**src/design/eapa_pkg.sv**
```systemverilog
package eapa_pkg;

	localparam int WINDOW_LENGTH = 8;
	localparam int FULL_SCALE    = 16384;

	localparam int WORD_W   = 16;
	localparam int ANGLE_W  = 14;
	localparam int SAMPLE_W = $clog2(FULL_SCALE + 1);
	localparam int SUM_W    = $clog2(WINDOW_LENGTH * FULL_SCALE + 1);
	localparam int POS_W    = (WINDOW_LENGTH > 1) ? $clog2(WINDOW_LENGTH) : 1;
	localparam int OUT_W    = 16;
	localparam int CFG_W    = 15;
	localparam int IDX_W    = 2;
	localparam int QUEUE_DEPTH = 2;
	localparam int QCNT_W   = $clog2(QUEUE_DEPTH + 1);
	localparam int QPTR_W   = $clog2(QUEUE_DEPTH);

	typedef enum logic [IDX_W-1:0] {
		REG_ANGLE_OFFSET      = 2'd0,
		REG_REVERSE_DIRECTION = 2'd1,
		REG_WRAP_MODULUS      = 2'd2
	} reg_idx_t;

	typedef struct packed {
		logic [ANGLE_W-1:0]  raw_angle;
		logic                parity_error;
		logic [SAMPLE_W-1:0] sample;
	} queue_entry_t;

	typedef struct packed {
		logic [CFG_W-1:0] angle_offset;
		logic [CFG_W-1:0] wrap_modulus;
	} back_cfg_t;

endpackage

```
**src/design/eapa_if.sv**
```systemverilog
interface eapa_in_if;
	import eapa_pkg::*;
	logic              valid;
	logic              ready;
	logic [WORD_W-1:0] sensor_word;
	modport source(output valid, output sensor_word, input ready);
	modport sink(input valid, input sensor_word, output ready);
endinterface

interface eapa_out_if;
	import eapa_pkg::*;
	logic               valid;
	logic               ready;
	logic [ANGLE_W-1:0] raw_angle;
	logic               parity_error;
	logic [OUT_W-1:0]   filtered_angle;
	modport source(output valid, output raw_angle, output parity_error,
		output filtered_angle, input ready);
	modport sink(input valid, input raw_angle, input parity_error,
		input filtered_angle, output ready);
endinterface

interface eapa_cfg_if;
	import eapa_pkg::*;
	logic             valid;
	logic             ready;
	logic [IDX_W-1:0] index;
	logic [CFG_W-1:0] data;
	modport source(output valid, output index, output data, input ready);
	modport sink(input valid, input index, input data, output ready);
endinterface

```
**src/design/eapa_front.sv**
```systemverilog
module eapa_front
	import eapa_pkg::*;
(
	input  logic              clk,
	input  logic              arst_n,
	eapa_in_if.sink           din,
	eapa_cfg_if.sink          cfg,
	output logic              push_valid,
	input  logic              push_ready,
	output queue_entry_t      push_entry,
	output back_cfg_t         back_cfg
);

	logic [CFG_W-1:0]   angle_offset_q;
	logic               reverse_q;
	logic [CFG_W-1:0]   wrap_modulus_q;
	logic [ANGLE_W-1:0] angle;
	logic               cfg_wr;

	assign cfg.ready = 1'b1;
	assign cfg_wr    = cfg.valid && cfg.ready;

	always_ff @(posedge clk or negedge arst_n) begin
		if (!arst_n) begin
			angle_offset_q <= '0;
			reverse_q      <= 1'b0;
			wrap_modulus_q <= CFG_W'(FULL_SCALE);
		end else if (cfg_wr) begin
			unique case (cfg.index)
				REG_ANGLE_OFFSET: begin
					if (cfg.data <= wrap_modulus_q)
						angle_offset_q <= cfg.data;
				end
				REG_REVERSE_DIRECTION: reverse_q      <= cfg.data[0];
				REG_WRAP_MODULUS:      wrap_modulus_q <= cfg.data;
				default: ;
			endcase
		end
	end

	assign angle = din.sensor_word[ANGLE_W-1:0];

	always_comb begin
		push_entry.raw_angle    = angle;
		push_entry.parity_error = ^din.sensor_word;
		if (reverse_q)
			push_entry.sample = SAMPLE_W'(FULL_SCALE) - SAMPLE_W'(angle);
		else
			push_entry.sample = SAMPLE_W'(angle);
	end

	assign push_valid = din.valid;
	assign din.ready  = push_ready;

	assign back_cfg.angle_offset = angle_offset_q;
	assign back_cfg.wrap_modulus = wrap_modulus_q;

endmodule

```
**src/design/eapa_queue.sv**
```systemverilog
module eapa_queue
	import eapa_pkg::*;
(
	input  logic         clk,
	input  logic         arst_n,
	input  logic         push_valid,
	output logic         push_ready,
	input  queue_entry_t push_entry,
	output logic         pop_valid,
	input  logic         pop_ready,
	output queue_entry_t pop_entry
);

	queue_entry_t        mem_q [QUEUE_DEPTH];
	logic [QCNT_W-1:0]   count_q;
	logic [QPTR_W-1:0]   wr_ptr_q;
	logic [QPTR_W-1:0]   rd_ptr_q;
	logic                push;
	logic                pop;

	assign push_ready = (count_q != QCNT_W'(QUEUE_DEPTH));
	assign pop_valid  = (count_q != '0);
	assign push       = push_valid && push_ready;
	assign pop        = pop_valid && pop_ready;
	assign pop_entry  = mem_q[rd_ptr_q];

	always_ff @(posedge clk) begin
		if (push)
			mem_q[wr_ptr_q] <= push_entry;
	end

	always_ff @(posedge clk or negedge arst_n) begin
		if (!arst_n) begin
			count_q  <= '0;
			wr_ptr_q <= '0;
			rd_ptr_q <= '0;
		end else begin
			if (push)
				wr_ptr_q <= (wr_ptr_q == QPTR_W'(QUEUE_DEPTH - 1)) ? '0 : wr_ptr_q + 1'b1;
			if (pop)
				rd_ptr_q <= (rd_ptr_q == QPTR_W'(QUEUE_DEPTH - 1)) ? '0 : rd_ptr_q + 1'b1;
			if (push && !pop)
				count_q <= count_q + 1'b1;
			else if (pop && !push)
				count_q <= count_q - 1'b1;
		end
	end

endmodule

```
**src/design/eapa_back.sv**
```systemverilog
module eapa_back
	import eapa_pkg::*;
(
	input  logic         clk,
	input  logic         arst_n,
	input  logic         pop_valid,
	output logic         pop_ready,
	input  queue_entry_t pop_entry,
	input  back_cfg_t    back_cfg,
	eapa_out_if.source   dout
);

	logic [SAMPLE_W-1:0] window_q [WINDOW_LENGTH];
	logic [POS_W-1:0]    pos_q;
	logic [SUM_W-1:0]    sum_q;
	logic [SUM_W-1:0]    sum_next;

	logic                valid_s1;
	logic [ANGLE_W-1:0]  raw_s1;
	logic                parity_s1;
	logic [SUM_W-1:0]    sum_s1;

	logic                out_valid_q;
	logic [ANGLE_W-1:0]  raw_q;
	logic                parity_q;
	logic [OUT_W-1:0]    filtered_q;

	logic                load_out;
	logic                load_s1;
	logic [SAMPLE_W-1:0] avg;
	logic [OUT_W-1:0]    value;
	logic [OUT_W-1:0]    wrap_ext;
	logic [OUT_W-1:0]    filtered;

	assign load_out  = valid_s1 && (!out_valid_q || dout.ready);
	assign pop_ready = !valid_s1 || load_out;
	assign load_s1   = pop_valid && pop_ready;

	assign sum_next = sum_q - SUM_W'(window_q[pos_q]) + SUM_W'(pop_entry.sample);

	always_ff @(posedge clk or negedge arst_n) begin
		if (!arst_n) begin
			for (int i = 0; i < WINDOW_LENGTH; i++)
				window_q[i] <= '0;
			pos_q <= '0;
			sum_q <= '0;
		end else if (load_s1) begin
			window_q[pos_q] <= pop_entry.sample;
			pos_q <= (pos_q == POS_W'(WINDOW_LENGTH - 1)) ? '0 : pos_q + 1'b1;
			sum_q <= sum_next;
		end
	end

	always_ff @(posedge clk or negedge arst_n) begin
		if (!arst_n) begin
			valid_s1    <= 1'b0;
			out_valid_q <= 1'b0;
		end else begin
			if (load_s1)
				valid_s1 <= 1'b1;
			else if (load_out)
				valid_s1 <= 1'b0;
			if (load_out)
				out_valid_q <= 1'b1;
			else if (dout.ready)
				out_valid_q <= 1'b0;
		end
	end

	always_ff @(posedge clk) begin
		if (load_s1) begin
			raw_s1    <= pop_entry.raw_angle;
			parity_s1 <= pop_entry.parity_error;
			sum_s1    <= sum_next;
		end
		if (load_out) begin
			raw_q      <= raw_s1;
			parity_q   <= parity_s1;
			filtered_q <= filtered;
		end
	end

	assign avg      = SAMPLE_W'(sum_s1 / WINDOW_LENGTH);
	assign value    = OUT_W'(avg) + OUT_W'(back_cfg.angle_offset);
	assign wrap_ext = OUT_W'(back_cfg.wrap_modulus);

	always_comb begin
		if (value > OUT_W'(FULL_SCALE)) begin
			if (value >= wrap_ext)
				filtered = value - wrap_ext;
			else
				filtered = '0;
		end else begin
			filtered = value;
		end
	end

	assign dout.valid          = out_valid_q;
	assign dout.raw_angle      = raw_q;
	assign dout.parity_error   = parity_q;
	assign dout.filtered_angle = filtered_q;

endmodule

```
**src/design/encoder_angle_parity_average_top.sv**
```systemverilog
// A word taken on din goes through the queue, the s1 stage and the output register to dout.
// Throughput: one word per cycle unless dout stalls, set by the running-sum update.
// A two-entry queue separates the parity/reverse front from the window back end.
// Reset (arst_n low, asynchronous): window, sum and position cleared, config to
// reset values, all valids dropped; no clearing pass, words accepted at once.
module encoder_angle_parity_average_top
	import eapa_pkg::*;
(
	input  logic       clk,
	input  logic       arst_n,
	eapa_in_if.sink    din,
	eapa_out_if.source dout,
	eapa_cfg_if.sink   cfg
);

	logic         push_valid;
	logic         push_ready;
	queue_entry_t push_entry;
	logic         pop_valid;
	logic         pop_ready;
	queue_entry_t pop_entry;
	back_cfg_t    back_cfg;

	eapa_front u_front (
		.clk        (clk),
		.arst_n     (arst_n),
		.din        (din),
		.cfg        (cfg),
		.push_valid (push_valid),
		.push_ready (push_ready),
		.push_entry (push_entry),
		.back_cfg   (back_cfg)
	);

	eapa_queue u_queue (
		.clk        (clk),
		.arst_n     (arst_n),
		.push_valid (push_valid),
		.push_ready (push_ready),
		.push_entry (push_entry),
		.pop_valid  (pop_valid),
		.pop_ready  (pop_ready),
		.pop_entry  (pop_entry)
	);

	eapa_back u_back (
		.clk       (clk),
		.arst_n    (arst_n),
		.pop_valid (pop_valid),
		.pop_ready (pop_ready),
		.pop_entry (pop_entry),
		.back_cfg  (back_cfg),
		.dout      (dout)
	);

	a_push_lands: assert property (@(posedge clk) disable iff (!arst_n)
		din.valid && din.ready |=> pop_valid)
		else $error("transfer on din did not reach the queue");

	a_full_not_empty: assert property (@(posedge clk) disable iff (!arst_n)
		!push_ready |-> pop_valid)
		else $error("queue full but reports empty");

	a_dout_hold: assert property (@(posedge clk) disable iff (!arst_n)
		dout.valid && !dout.ready |=> dout.valid && $stable(dout.filtered_angle))
		else $error("result changed while waiting on dout");

endmodule
```
**src/flat_wrapper.sv**
```systemverilog
// flat-port wrapper written by rule: the top's interface ports become plain ports
module encoder_angle_parity_average_top_flat import eapa_pkg::*;
  (clk, arst_n, din_valid, din_sensor_word, din_ready, dout_valid, dout_raw_angle, dout_parity_error, dout_filtered_angle, dout_ready, cfg_valid, cfg_index, cfg_data, cfg_ready);
  eapa_in_if din_i ();
  eapa_out_if dout_i ();
  eapa_cfg_if cfg_i ();
  input  logic clk;
  input  logic arst_n;
  input wire logic [$bits(din_i.valid)-1:0] din_valid;
  input wire logic [$bits(din_i.sensor_word)-1:0] din_sensor_word;
  output wire logic [$bits(din_i.ready)-1:0] din_ready;
  output wire logic [$bits(dout_i.valid)-1:0] dout_valid;
  output wire logic [$bits(dout_i.raw_angle)-1:0] dout_raw_angle;
  output wire logic [$bits(dout_i.parity_error)-1:0] dout_parity_error;
  output wire logic [$bits(dout_i.filtered_angle)-1:0] dout_filtered_angle;
  input wire logic [$bits(dout_i.ready)-1:0] dout_ready;
  input wire logic [$bits(cfg_i.valid)-1:0] cfg_valid;
  input wire logic [$bits(cfg_i.index)-1:0] cfg_index;
  input wire logic [$bits(cfg_i.data)-1:0] cfg_data;
  output wire logic [$bits(cfg_i.ready)-1:0] cfg_ready;
  assign din_i.valid = din_valid;
  assign din_i.sensor_word = din_sensor_word;
  assign din_ready = din_i.ready;
  assign dout_valid = dout_i.valid;
  assign dout_raw_angle = dout_i.raw_angle;
  assign dout_parity_error = dout_i.parity_error;
  assign dout_filtered_angle = dout_i.filtered_angle;
  assign dout_i.ready = dout_ready;
  assign cfg_i.valid = cfg_valid;
  assign cfg_i.index = cfg_index;
  assign cfg_i.data = cfg_data;
  assign cfg_ready = cfg_i.ready;
  encoder_angle_parity_average_top u_core (.clk(clk), .arst_n(arst_n), .din(din_i), .dout(dout_i), .cfg(cfg_i));
endmodule
```
**config.mk**
```make
export PLATFORM = sky130hd
export DESIGN_NAME = encoder_angle_parity_average_top_flat
export DESIGN_NICKNAME = d
export VERILOG_FILES = /design/src/design/eapa_pkg.sv /design/src/design/eapa_if.sv /design/src/design/eapa_front.sv /design/src/design/eapa_queue.sv /design/src/design/eapa_back.sv /design/src/design/encoder_angle_parity_average_top.sv /design/src/flat_wrapper.sv
export SDC_FILE = /design/constraint.sdc
export NUM_CORES = 1
export LEC_CHECK = 0
export BUFFER_PORTS_ARGS = -buffer_cell sky130_fd_sc_hd__buf_2
export CAP_MARGIN = 40
export CORE_MARGIN = 2
export CORE_UTILIZATION = 45
export CTS_CLUSTER_SIZE = 8
export DETAILED_ROUTE_END_ITERATION = 8
export GPL_ROUTABILITY_DRIVEN = 0
export MAX_ROUTING_LAYER = met4
export SETUP_SLACK_MARGIN = 0.4
export SLEW_MARGIN = 20
export SYNTH_ARGS = -nofsm -noshare
export SYNTH_HDL_FRONTEND = slang
export SYNTH_SLANG_ARGS = --single-unit
```
**constraint.sdc**
```tcl
create_clock -name clk -period 4.25 [get_ports clk]
set_input_delay 0.6375 -clock clk [delete_from_list [all_inputs] [get_ports clk]]
set_output_delay 0.6375 -clock clk [all_outputs]
set_load 0.02 [all_outputs]
```
==> metrics.md <==
| Metric | Value |
|---|---|
| Run status | finished clean |
| Global-route usage over all layers | 0.214 |
| Final hold vios | 0 |
| Slew at the pin with the worst max-slew slack | between 0.7 and 0.8 ns |
| Warning count from the yosys run | 0 |
| Worst clock skew | about 0.020 ns |
| CP Max Fanout | 15 |
| # nets final | roughly 1700 |
| Post-synthesis simple-gate area fraction | 0.100 |
| Slowest CP cell | mux4_2 |
| Synth area leaders | dfrtp_1, edfxtp_1, ha_1 |
| Sequential area share after synthesis | 0.529 |
| Critical path buffers and inverters | 3 |
| Starting Density | 0.455 |
| Syn nets | 1500 |
| Setup slack, reg-to-reg | between 0.15 and 0.2 ns |
| Data arrival time of the worst path | 4.53 ns |
| Longest Clk Path Bufs | 3 |
| CP Class | register to register |
| Post-Synth Adder-Cell Area | 0.0826 |
| Mean Syn Cell Area | ~11 sq um |
| Vias/cell | ~5.4 |
| Number of remaining DRC errors | 0 |
| Crit path launch type | register |
| RSZ-0062 raised after global routing | true |
| #FFs+latches synth | around 300 |
| Setup TNS | 0 ns |
| Kind of end point of the critical path | register |
| R2R depth | 14 |
| CTS sink count | ~300 |
| Filler cell count | 2927 |
| Total gr overflow | 0 |
| Primary FF master, synth | dfrtp_1 |
| Layout cells sized above 1 | 0.227 |
| Period utilization | 0.959 |
| Reg area | about 8000 sq um |
| H-tree levels | 2 |
| Largest area contributor in the netlist | dfrtp_1 |
| Via count | approximately 11000 |
| Crit-path leading delay family | multiplexers |
| # rows | 67 |
| Clk slew on worst S/H paths | around 0.05 ns |
| Port Buffers | 70 |
| Ports | 72 |
| Worst Setup SP | u_core.u_back.pos_q[0]$_DFFE_PN0P_ |
| Core Region | between 30000 and 40000 sq um |
| Slew Limit Fails | 0 |
| First-pass GRT wire length | approximately 58 mm |
| CP required | between 4 and 5 ns |
| CP peak stage delay | roughly 0.52 ns |
| Post-synth EDFFs | around 120 |
| TritonCTS clock tree | yes |
| Die width | about 190 microns |
| # setup viols final | 0 |
| Synth Cell Area | between 15000 and 20000 sq um |
| Routed WL | between 30 and 40 mm |
| FF-to-FF End | u_core.u_back.sum_q[17]$_DFFE_PN0P_ |
| Largest net degree at the start of global routing | 85 |
| Relative slew margins | 0.473 |
| Fmax | ~250 MHz |
| Insertion delay to the later sink of the worst-skew pair | 0.55 ns |
| Routed len/inst | 17.9 microns |
| Classification of the worst-slack hold path | primary input to register |
| Yosys cell types | 74 |
| Largest family of logic cells by synthesized area | compound AO/OA/AOI/OAI gates |
| Multiplexer share of the synthesized area | 0.0804 |
| Crit path capture | u_core.u_back.sum_q[17]$_DFFE_PN0P_ |
| Maxcap violations | 0 |
| Synth top area share | 0.292 |
| Async SR Flop Fraction | 0.599 |
| Cells along the critical path | buf_4 > buf_12 > mux4_2 > mux2_2 > fa_1 > inv_1 > ha_4 > and2_1 > nand4_1 > o21ai_0 > o41a_1 > or3_1 > a21oi_2 > xor2_1 |
| Most frequent cells after synthesis | dfrtp_1, nand2_1, o21ai_0 |
| Final HPWL DP | around 25 mm |
| XOR/XNOR Fraction of Synth Area | 0.0329 |
| Synth Area in Compound Gates | 0.137 |
| Multi-input gate area | around 7000 sq um |
| Most common cell in the netlist | dfrtp_1 |
| Vias in the first global route | about 11000 |
| Crit path time final | a little over 4 ns |
| Worst hold slack | about 0.30 ns |
| N_diodes | 0 |
| Cells after Synth | roughly 1400 |
| Critical path depth | 14 |
| CTS buffer count | 43 |
| Antenna-violating nets left | 0 |
| Root buf cell | clkbuf_16 |
| DRT Pass-1 Iters | 6 |
| P&R area growth vs syn | 20.3% |
| DIE AREA | around 35000 sq um |
| Initial antenna violation count | 0 |
| Worst R2R Start | u_core.u_back.pos_q[0]$_DFFE_PN0P_ |
| Die height | between 150 and 200 microns |
| Drt initial violations | slightly below 600 |
## metal layers
metal	wire length, microns	global-route usage	share of wire	vias up
met3	1650	0.0292	0.046	58
met1	16300	0.288	0.46	5226
met2	17100	0.345	0.48	248
met5	0	-	0	-
li1	-	-	-	5177
met4	688	0.0536	0.019	0
## cell families (layout without fill, tap and decap cells)
logic type	count (synthesis)	after routing
AOI/OAI and AO/OA	339	340
xor gates and xnor gates	57	57
adders and majority gates	90	90
buffers and inverters	147	322
DFF	297	297
muxes	100	100
other	1	1
and+or+nand+nor	341	341
## sequential cells by signal (all words and copies together), names as in the netlist
register,flops
u_core.u_front.wrap_modulus_q,15
u_core.u_back.pos_q,3
u_core.u_back.dout.filtered_angle,16
u_core.u_back.valid_s1,1
u_core.u_queue.count_q,2
u_core.u_queue.mem_q,58
u_core.u_queue.rd_ptr_q,1
u_core.u_back.sum_q,18
u_core.u_front.angle_offset_q,15
u_core.u_back.sum_s1,15
u_core.u_queue.wr_ptr_q,1
u_core.u_back.dout.parity_error,1
u_core.u_back.raw_s1,14
u_core.u_back.window_q,120
u_core.u_front.reverse_q,1
u_core.u_back.dout.valid,1
u_core.u_back.parity_s1,1
u_core.u_back.dout.raw_angle,14
## timing repair
action	in CTS	in global routing
hold endpoints to repair	0	5
buffers inserted	9	21
hold buffers	0	1
setup endpoints to repair	26	36
cloned	1	0
pin swaps	9	22
resized for setup	21	59
## area by class of cell
| cell class | instances | share of cell area |
|---|---|---|
| clock buffers | 67 | 0.0650 |
| well taps | 448 | 0.0307 |
| inverters | 93 | 0.0191 |
| repair buffers | 159 | 0.0613 |
| flip-flops and latches | 297 | 0.440 |
| multi-input cells | 929 | 0.381 |
| clock inverters | 3 | 0.00267 |
## worst min path at each step
stage                                            startpoint                                   endpoint  slack (ns)  cells after the start
after global routing                     din_sensor_word[1]      u_core.u_queue.mem_q[0][17]$_DFFE_PP_        0.29                      1
after global placement    u_core.u_back.raw_s1[6]$_DFFE_PP_  u_core.u_back.dout.raw_angle[6]$_DFFE_PP_        0.40                      0
final                                    din_sensor_word[1]      u_core.u_queue.mem_q[0][17]$_DFFE_PP_        0.30                      1
after CTS                                            arst_n         u_core.u_back.valid_s1$_DFFE_PN0P_        0.17                      1
after detailed placement  u_core.u_back.raw_s1[2]$_DFFE_PP_  u_core.u_back.dout.raw_angle[2]$_DFFE_PP_        0.41                      0
after floorplan                                      arst_n       u_core.u_back.dout.valid$_DFFE_PN0P_        0.34                      0
## worst register-to-register path: cells and delay by family (launching register included)
kind / cells / cell delay (ns)
flip-flops: 1 / 0.43
buffers and inverters: 3 / 0.41
AO/OA/AOI/OAI: 3 / 0.78
AND/OR/NAND/NOR: 3 / 0.62
adder cells (fa/ha/maj): 2 / 0.74
XOR/XNOR: 1 / 0.18
multiplexers: 2 / 0.84
## cells in the final DEF, fill, tap and decap left out, types with 17 or more instances in the layout
cell,synthesis,routed
edfxtp_1,119,119
a21o_1,21,21
mux2_2,55,54
o21ai_1,1,17
xnor2_1,42,39
clkbuf_1,43,22
o21ai_0,124,107
clkbuf_16,0,43
a21oi_1,103,97
inv_1,92,90
nand2_1,135,135
dfrtp_1,177,175
ha_1,73,61
buf_4,2,77
nand3_1,20,18
buf_2,1,69
mux2i_1,33,31
nor2_1,105,102
## metrics by stage
stage	setup WS, ns	util	instance area (sq um)	std cells
final	0.175	0.547	18200	1996
after floorplan	0.303	-	15300	1372
after global routing	0.0263	0.547	18200	1996
after global placement	0.151	0.491	16400	1891
after CTS	0.202	0.532	17800	1972
after detailed placement	0.0693	0.491	16400	1892
Power is left out: the tool's default activity adds up to more than one toggle a clock period on the data nets, which glitch-free logic cannot reach.
